$ cat config.mk
export PLATFORM = sky130hd
export DESIGN_NAME = mvte_lane
export DESIGN_NICKNAME = d
export VERILOG_FILES = /design/src/rtl/core/mat4_vector_transform_engine_unit_macros.svh /design/src/rtl/core/mvte_pkg.sv /design/src/rtl/core/mvte_lane.sv
export SDC_FILE = /design/constraint.sdc
export NUM_CORES = 1
export LEC_CHECK = 0
export CAP_MARGIN = 20
export CORE_MARGIN = 2
export CORE_UTILIZATION = 30
export DETAILED_ROUTE_END_ITERATION = 8
export DONT_BUFFER_PORTS = 1
export GPL_TIMING_DRIVEN = 0
export HOLD_SLACK_MARGIN = 0.03
export SETUP_SLACK_MARGIN = 0.1
export SYNTH_ARGS = -nofsm -noshare
export SYNTH_HDL_FRONTEND = slang
export SYNTH_SLANG_ARGS = --single-unit
$ cat constraint.sdc
create_clock -name clk -period 8.5 [get_ports clk]
set_input_delay 1.275 -clock clk [delete_from_list [all_inputs] [get_ports clk]]
set_output_delay 1.275 -clock clk [all_outputs]
set_load 0.005 [all_outputs]
$ cat src/rtl/core/mat4_vector_transform_engine_unit_macros.svh
// Assertion macros for the mat4 vector transform engine.
`ifndef MAT4_VECTOR_TRANSFORM_ENGINE_UNIT_MACROS_SVH
`define MAT4_VECTOR_TRANSFORM_ENGINE_UNIT_MACROS_SVH
`ifndef SYNTHESIS
`define MVTE_ASSERT_IMPL(lbl, clk, rst, ante, cons) \
  lbl: assert property (@(posedge clk) disable iff (rst) (ante) |-> (cons)) \
    else $error("mvte: assertion failed");
`define MVTE_ASSERT_NEXT(lbl, clk, rst, ante, cons) \
  lbl: assert property (@(posedge clk) disable iff (rst) (ante) |=> (cons)) \
    else $error("mvte: assertion failed");
`else
`define MVTE_ASSERT_IMPL(lbl, clk, rst, ante, cons)
`define MVTE_ASSERT_NEXT(lbl, clk, rst, ante, cons)
`endif
`endif

$ cat src/rtl/core/mvte_pkg.sv
// Shared types, mode codes and defaults for the mat4 vector transform engine.
package mvte_pkg;

  localparam int DIM_DEF       = 4;
  localparam int FRAC_BITS_DEF = 16;
  localparam int WORD_W        = 32;
  localparam int VEC_N         = 4;

  typedef logic [2:0] mode_t;

  localparam mode_t MODE_LOAD    = 3'd0;
  localparam mode_t MODE_ADD_COL = 3'd1;
  localparam mode_t MODE_SUB_COL = 3'd2;
  localparam mode_t MODE_ADD_SCL = 3'd3;
  localparam mode_t MODE_SUB_SCL = 3'd4;
  localparam mode_t MODE_SCALE   = 3'd5;
  localparam mode_t MODE_MV      = 3'd6;
  localparam mode_t MODE_VM      = 3'd7;

  typedef struct packed {
    mode_t                    mode;
    logic [1:0]               column;
    logic signed [WORD_W-1:0] vec_x;
    logic signed [WORD_W-1:0] vec_y;
    logic signed [WORD_W-1:0] vec_z;
    logic signed [WORD_W-1:0] vec_w;
    logic signed [WORD_W-1:0] scalar;
  } in_item_t;

  typedef struct packed {
    logic signed [WORD_W-1:0] out_x;
    logic signed [WORD_W-1:0] out_y;
    logic signed [WORD_W-1:0] out_z;
    logic signed [WORD_W-1:0] out_w;
    logic                     saturated;
  } out_item_t;

  // upd: apply a matrix update this cycle; cap: capture element products
  typedef struct packed {
    logic       upd;
    logic       cap;
    mode_t      mode;
    logic [1:0] column;
  } mat_ctl_t;

endpackage

$ cat src/rtl/core/mvte_lane.sv
// One dot-product lane: sums truncated products, saturates, registers the element.
module mvte_lane
  import mvte_pkg::*;
#(
  parameter int DIM       = DIM_DEF,
  parameter int FRAC_BITS = FRAC_BITS_DEF
) (
  input  logic                                 clk,
  input  logic                                 load,
  input  logic signed [2*WORD_W-FRAC_BITS-1:0] term [DIM],
  output logic signed [WORD_W-1:0]             res,
  output logic                                 clip
);

  localparam int PW = 2*WORD_W - FRAC_BITS;
  localparam int SW = PW + $clog2(DIM);

  logic signed [SW-1:0] acc;
  logic                 fits;
  logic [WORD_W-1:0]    res_next;

  always_comb begin
    acc = '0;
    for (int j = 0; j < DIM; j++) begin
      acc = acc + SW'(term[j]);
    end
    fits = (acc[SW-1:WORD_W-1] == '0) || (acc[SW-1:WORD_W-1] == '1);
    if (fits) begin
      res_next = acc[WORD_W-1:0];
    end else if (acc[SW-1]) begin
      res_next = {1'b1, {(WORD_W-1){1'b0}}};
    end else begin
      res_next = {1'b0, {(WORD_W-1){1'b1}}};
    end
  end

  always_ff @(posedge clk) begin
    if (load) begin
      res  <= res_next;
      clip <= !fits;
    end
  end

endmodule

## Word level (Yosys, flattened, before mapping)

Index checks and enable logic that the tools add are counted.

| storage, ports and cells | value |
|---|---|
| input bits | 194 |
| output and inout bits | 33 |
| logic and storage cells | 11 |
| register bits | 33 |
| latch bits | 0 |
| RAM bits | 0 |
| memories | 0 |
| memory bits (read-only) | 0 |

| operators by class | value |
|---|---|
| reduce and logical (&&, ||, !) cells | 3 |
| equal/unequal tests | 1 |
| bitwise gates (word level) | 0 |
| div/mod/pow operators | 0 |
| shifts and indexed selects | 0 |
| order comparisons | 0 |
| add/subtract/negate cells | 3 |
| multipliers | 0 |
| multiplexer cells | 2 |

Operator list:

| operator | count |
|---|---|
| $mux W32 | 2 |
| $add A49 B48 Y50 | 1 |
| $add A50 B48 Y50 | 1 |
| $add A48 B48 Y49 | 1 |
| $eq A19 B19 Y1 const B | 1 |
| $logic_not A19 Y1 | 1 |
| $logic_not A1 Y1 | 1 |
| $logic_or A1 B1 Y1 | 1 |

## Logic depth before layout (Yosys ltp)

| depth | value |
|---|---|
| word-level depth | 6 |
| gate-level depth with buffers | 19 |
| depth with buffers taken out | 17 |

## Worst setup path after synthesis

Ideal clock, no wire load.

| path | value |
|---|---|
| kind | input to register |
| from | in term[1] in the netlist's numbering |
| to | reg res[10], data pin |
| stages | 19 |
| setup time | 0.272 ns |
| data arrival time | 5.833 ns |
| path buffers | 2 |
| setup slack | 2.395 ns |
| required time | 8.228 ns |
| cell sequence | inv_1 > fa_1 > inv_1 > fa_1 > ha_1 > fa_1 > a211oi_2 > o21ai_1 > a32o_1 > o21ai_1 > a31oi_1 > o311a_1 > or4_1 > or4_1 > or3_1 > o31a_1 > buf_6 > buf_6 > mux2i_1 |

| between the ends | value |
|---|---|
| longest elaborated chain between the ends | 4 |
| elaborated cells between the ends (all ways) | 6 |
| classes of those cells | 1 x add/sub; 1 x eq/ne; 2 x mux; 2 x reduce/logical |

RTL lines:

| what | line | text |
|---|---|---|
| start, declared | mvte_lane.sv:10 | `input logic signed [2*WORD_W-FRAC_BITS-1:0] term [DIM],` |
| $add A50 B48 Y50 * | mvte_lane.sv:25 | `acc = acc + SW'(term[j]);` |
| $eq A19 B19 Y1 or $logic_not A19 Y1 (tied branches) | mvte_lane.sv:27 | `fits = (acc[SW-1:WORD_W-1] == '0) \|\| (acc[SW-1:WORD_W-1] == '1);` |
| $logic_or A1 B1 Y1 | mvte_lane.sv:27 |  |
| $mux W32 * | mvte_lane.sv:28 | `if (fits) begin` |
| named net res_next[10] | mvte_lane.sv:20 | `logic [WORD_W-1:0] res_next;` |
| end signal, assigned | mvte_lane.sv:39 | `res <= res_next;` |
| end, declared | mvte_lane.sv:11 | `output logic signed [WORD_W-1:0] res,` |

The timed path passes the listed nets; every way through them passes the cells marked *.
A chain may end at the register's enable or synchronous reset.

## Worst setup path after layout

Ends and elaborated chain as after synthesis.

==> impl_metrics.ini <==
[cts]
cts.sinks = 33
post_cts_buffers = 0
clockBufferDepth = 2
clkSlewWorstSetupHoldPaths_ns = 0.05
htreeDepth = 2
clockRootBuffer = clkbuf_16
cts_made_buffers = 5
hold_buffers = 0
cts_resized = 0
cts_tree = done

[timing]
period_minus_slack_ns = 6.507
fmax_mhz = 153.7
worst_slew_pin_slew_ns = 0.8679
slew_headroom = 0.4141
rsz0062_at_grt = false
finalCritPeriodShare = 0.7655
tns_ns = 0
drv_slew = 0
timing.final.hold_violations = 0
setup_violations = 0
fin_ws_ns = 1.993

[synthesis]
postSynth.asyncResetShare = 0
syn_inst = 938
post_synth.cell_area_avg_sq_um = 8.266
ys_seq_elements = 33
synth_ff_type = edfxtp_1
synth_edf_count = 33
synth_top_area_frac = 0.2504
syn-cell-area_sq_mm = 0.007754
synth_nets = 1278
ys_warn_count = 0
synth_top_cell_by_area = fa_1
seq_area_frac_synth = 0.1278
synthTopCellsByArea = fa_1 25%, edfxtp_1 13%, inv_1 12%
synth.distinct_cells = 77

[detailed_routing]
via_per_inst = 4.986
routed_wl_microns = 20270
drc = 0
drt_pass1_iterations = 5
vias = 6362
dr.first_iter.drc_count = 376
post_drt_wl_per_cell_microns = 15.88
antenna_left = 0

[pwr]
pwr-share-seq = 0.165
p_comb_frac = 0.730
vdd_drop_max_v = 0.0001395
power_density_mw_per_mm2 = 263.9
cellLeakagePower_nw = 4.267
p_sw_mw = 1.130
p_sw_frac = 0.5125
pwr-share-clk = 0.106
p_int_mw = 1.075

[place]
dpl.hpwl_microns = 18060
post_dp_cell_area_sq_mm = 0.008167
io_buffers = 0
globalplace.congestion = 0.9088
place_ws_ns = 1.759

[die]
coreArea_sq_mm = 0.02525
start_util = 0.3070
die_x_microns = 164.8
row_count = 58
die_area_sq_mm = 0.02715
ios = 227
die_h_microns = 164.8

[worst_setup_path]
cp.required_ns = 8.49
start_kind = primary input
crit_path_end_kind = register
critPathMaxFanout = 10
path_class = primary input to register
arrival_ns = 6.50

[layout]
layout-drive-gt1-share = 0.05074
finalInstanceArea_sq_mm = 0.008357
nets = 1285
final_cell_mix = 258 x inv_1, 97 x fa_1, 57 x nand2_1
antennaDiodeCount = 0
layout_commonest_cell = inv_1
areaGrowthSynthToFinish_pct = 7.778

[grt]
grt_usage = 0.1464
grt_pass1_vias = 6393
grt_antenna_before_repair = 0
overflow = 0
grt_pass1_wl_microns = 32190
grt_max_degree = 34

[worst_hold_path]
whs_path_depth = 0
hold_path.class = primary input to register

[status]
outcome = finished, final reports clean

[flow_run]
cap_violations = 0
==> flip-flops by register name, summed over array words and instances, names as in the netlist <==
name / count
clip: 1
res: 32
==> synth_stat cells (7+ instances only) <==
cell,number
a211oi_1,7
a21o_1,14
a21oi_1,56
a31oi_1,8
and3_1,13
buf_2,12
clkbuf_1,10
edfxtp_1,33
fa_1,97
ha_1,49
inv_1,258
mux2i_1,35
nand2_1,57
nand3_1,17
nand4_1,14
nor2_1,40
nor3_1,14
o21a_1,8
o21ai_0,32
o21ai_1,10
xnor2_1,17
xor2_1,20
==> path summary, 6_finish.rpt <==
check | end | start | slack [ns]
setup / recovery | res[10] | term[1] | 1.99
hold / removal | res[30] | load | 1.11
==> per-stage QoR <==
stage | total power, mW | cells | util | hold WS (ns)
after CTS | 2.208 | 1276 | 0.3309 | 1.106
after detailed placement | 1.963 | 1268 | 0.3234 | 1.391
after global placement | 1.957 | 1268 | 0.3234 | 1.391
after global routing | 2.429 | 1276 | 0.3309 | 1.101
after floorplan | 1.525 | 938 | - | 1.388
final | 2.206 | 1276 | 0.3309 | 1.112
==> power by group through the flow <==
stage	Combinational [mW]	Sequential, mW	Clock (mW)
6_report	1.61	0.364	0.233
3_5_place_dp	1.60	0.368	0
2_1_floorplan	1.19	0.338	0
3_3_place_gp	1.59	0.368	0
5_1_grt	1.81	0.374	0.242
4_1_cts	1.61	0.365	0.237
==> logic make-up after synthesis <==
| kind of cell | Yosys count | synth area share |
|---|---|---|
| xor gates and xnor gates | 37 | 0.04179 |
| buffers and inverters | 287 | 0.1472 |
| and+or+nand+nor | 199 | 0.1296 |
| adders and majority gates | 146 | 0.3295 |
| DFF | 33 | 0.1278 |
| AOI/OAI and AO/OA | 199 | 0.1761 |
| muxes | 37 | 0.04809 |
==> final cells by class <==
type,instances,area (sq um)
inverter,258,968.4
fill,2698,16900
tap,330,412.9
sequential,33,991.0
clock inverter,3,65.06
buffer,29,172.7
multi-input combinational,618,5622
clock buffer,5,125.1
==> per-layer routing <==
layer / vias up / global-route usage / part of all wire
li1: 3085 / - / -
met5: - / 0 / 0
met4: 0 / 0.01858 / 0.0044
met2: 246 / 0.2417 / 0.46
met1: 3023 / 0.2140 / 0.49
met3: 8 / 0.01256 / 0.054
==> worst max-delay path: stages <==
cell	delay, ns
inv_1	0.03
fa_1	0.53
inv_1	0.05
fa_1	0.45
ha_1	0.27
fa_1	0.46
a211oi_2	0.30
o21ai_1	0.20
a32o_1	0.38
o21ai_1	0.22
a31oi_1	0.11
o311a_1	0.36
or4_1	0.44
or4_1	0.44
or3_1	0.39
o31a_1	0.13
buf_6	0.14
buf_6	0.15
mux2i_1	0.14
(Power assumes the default switching activity.)
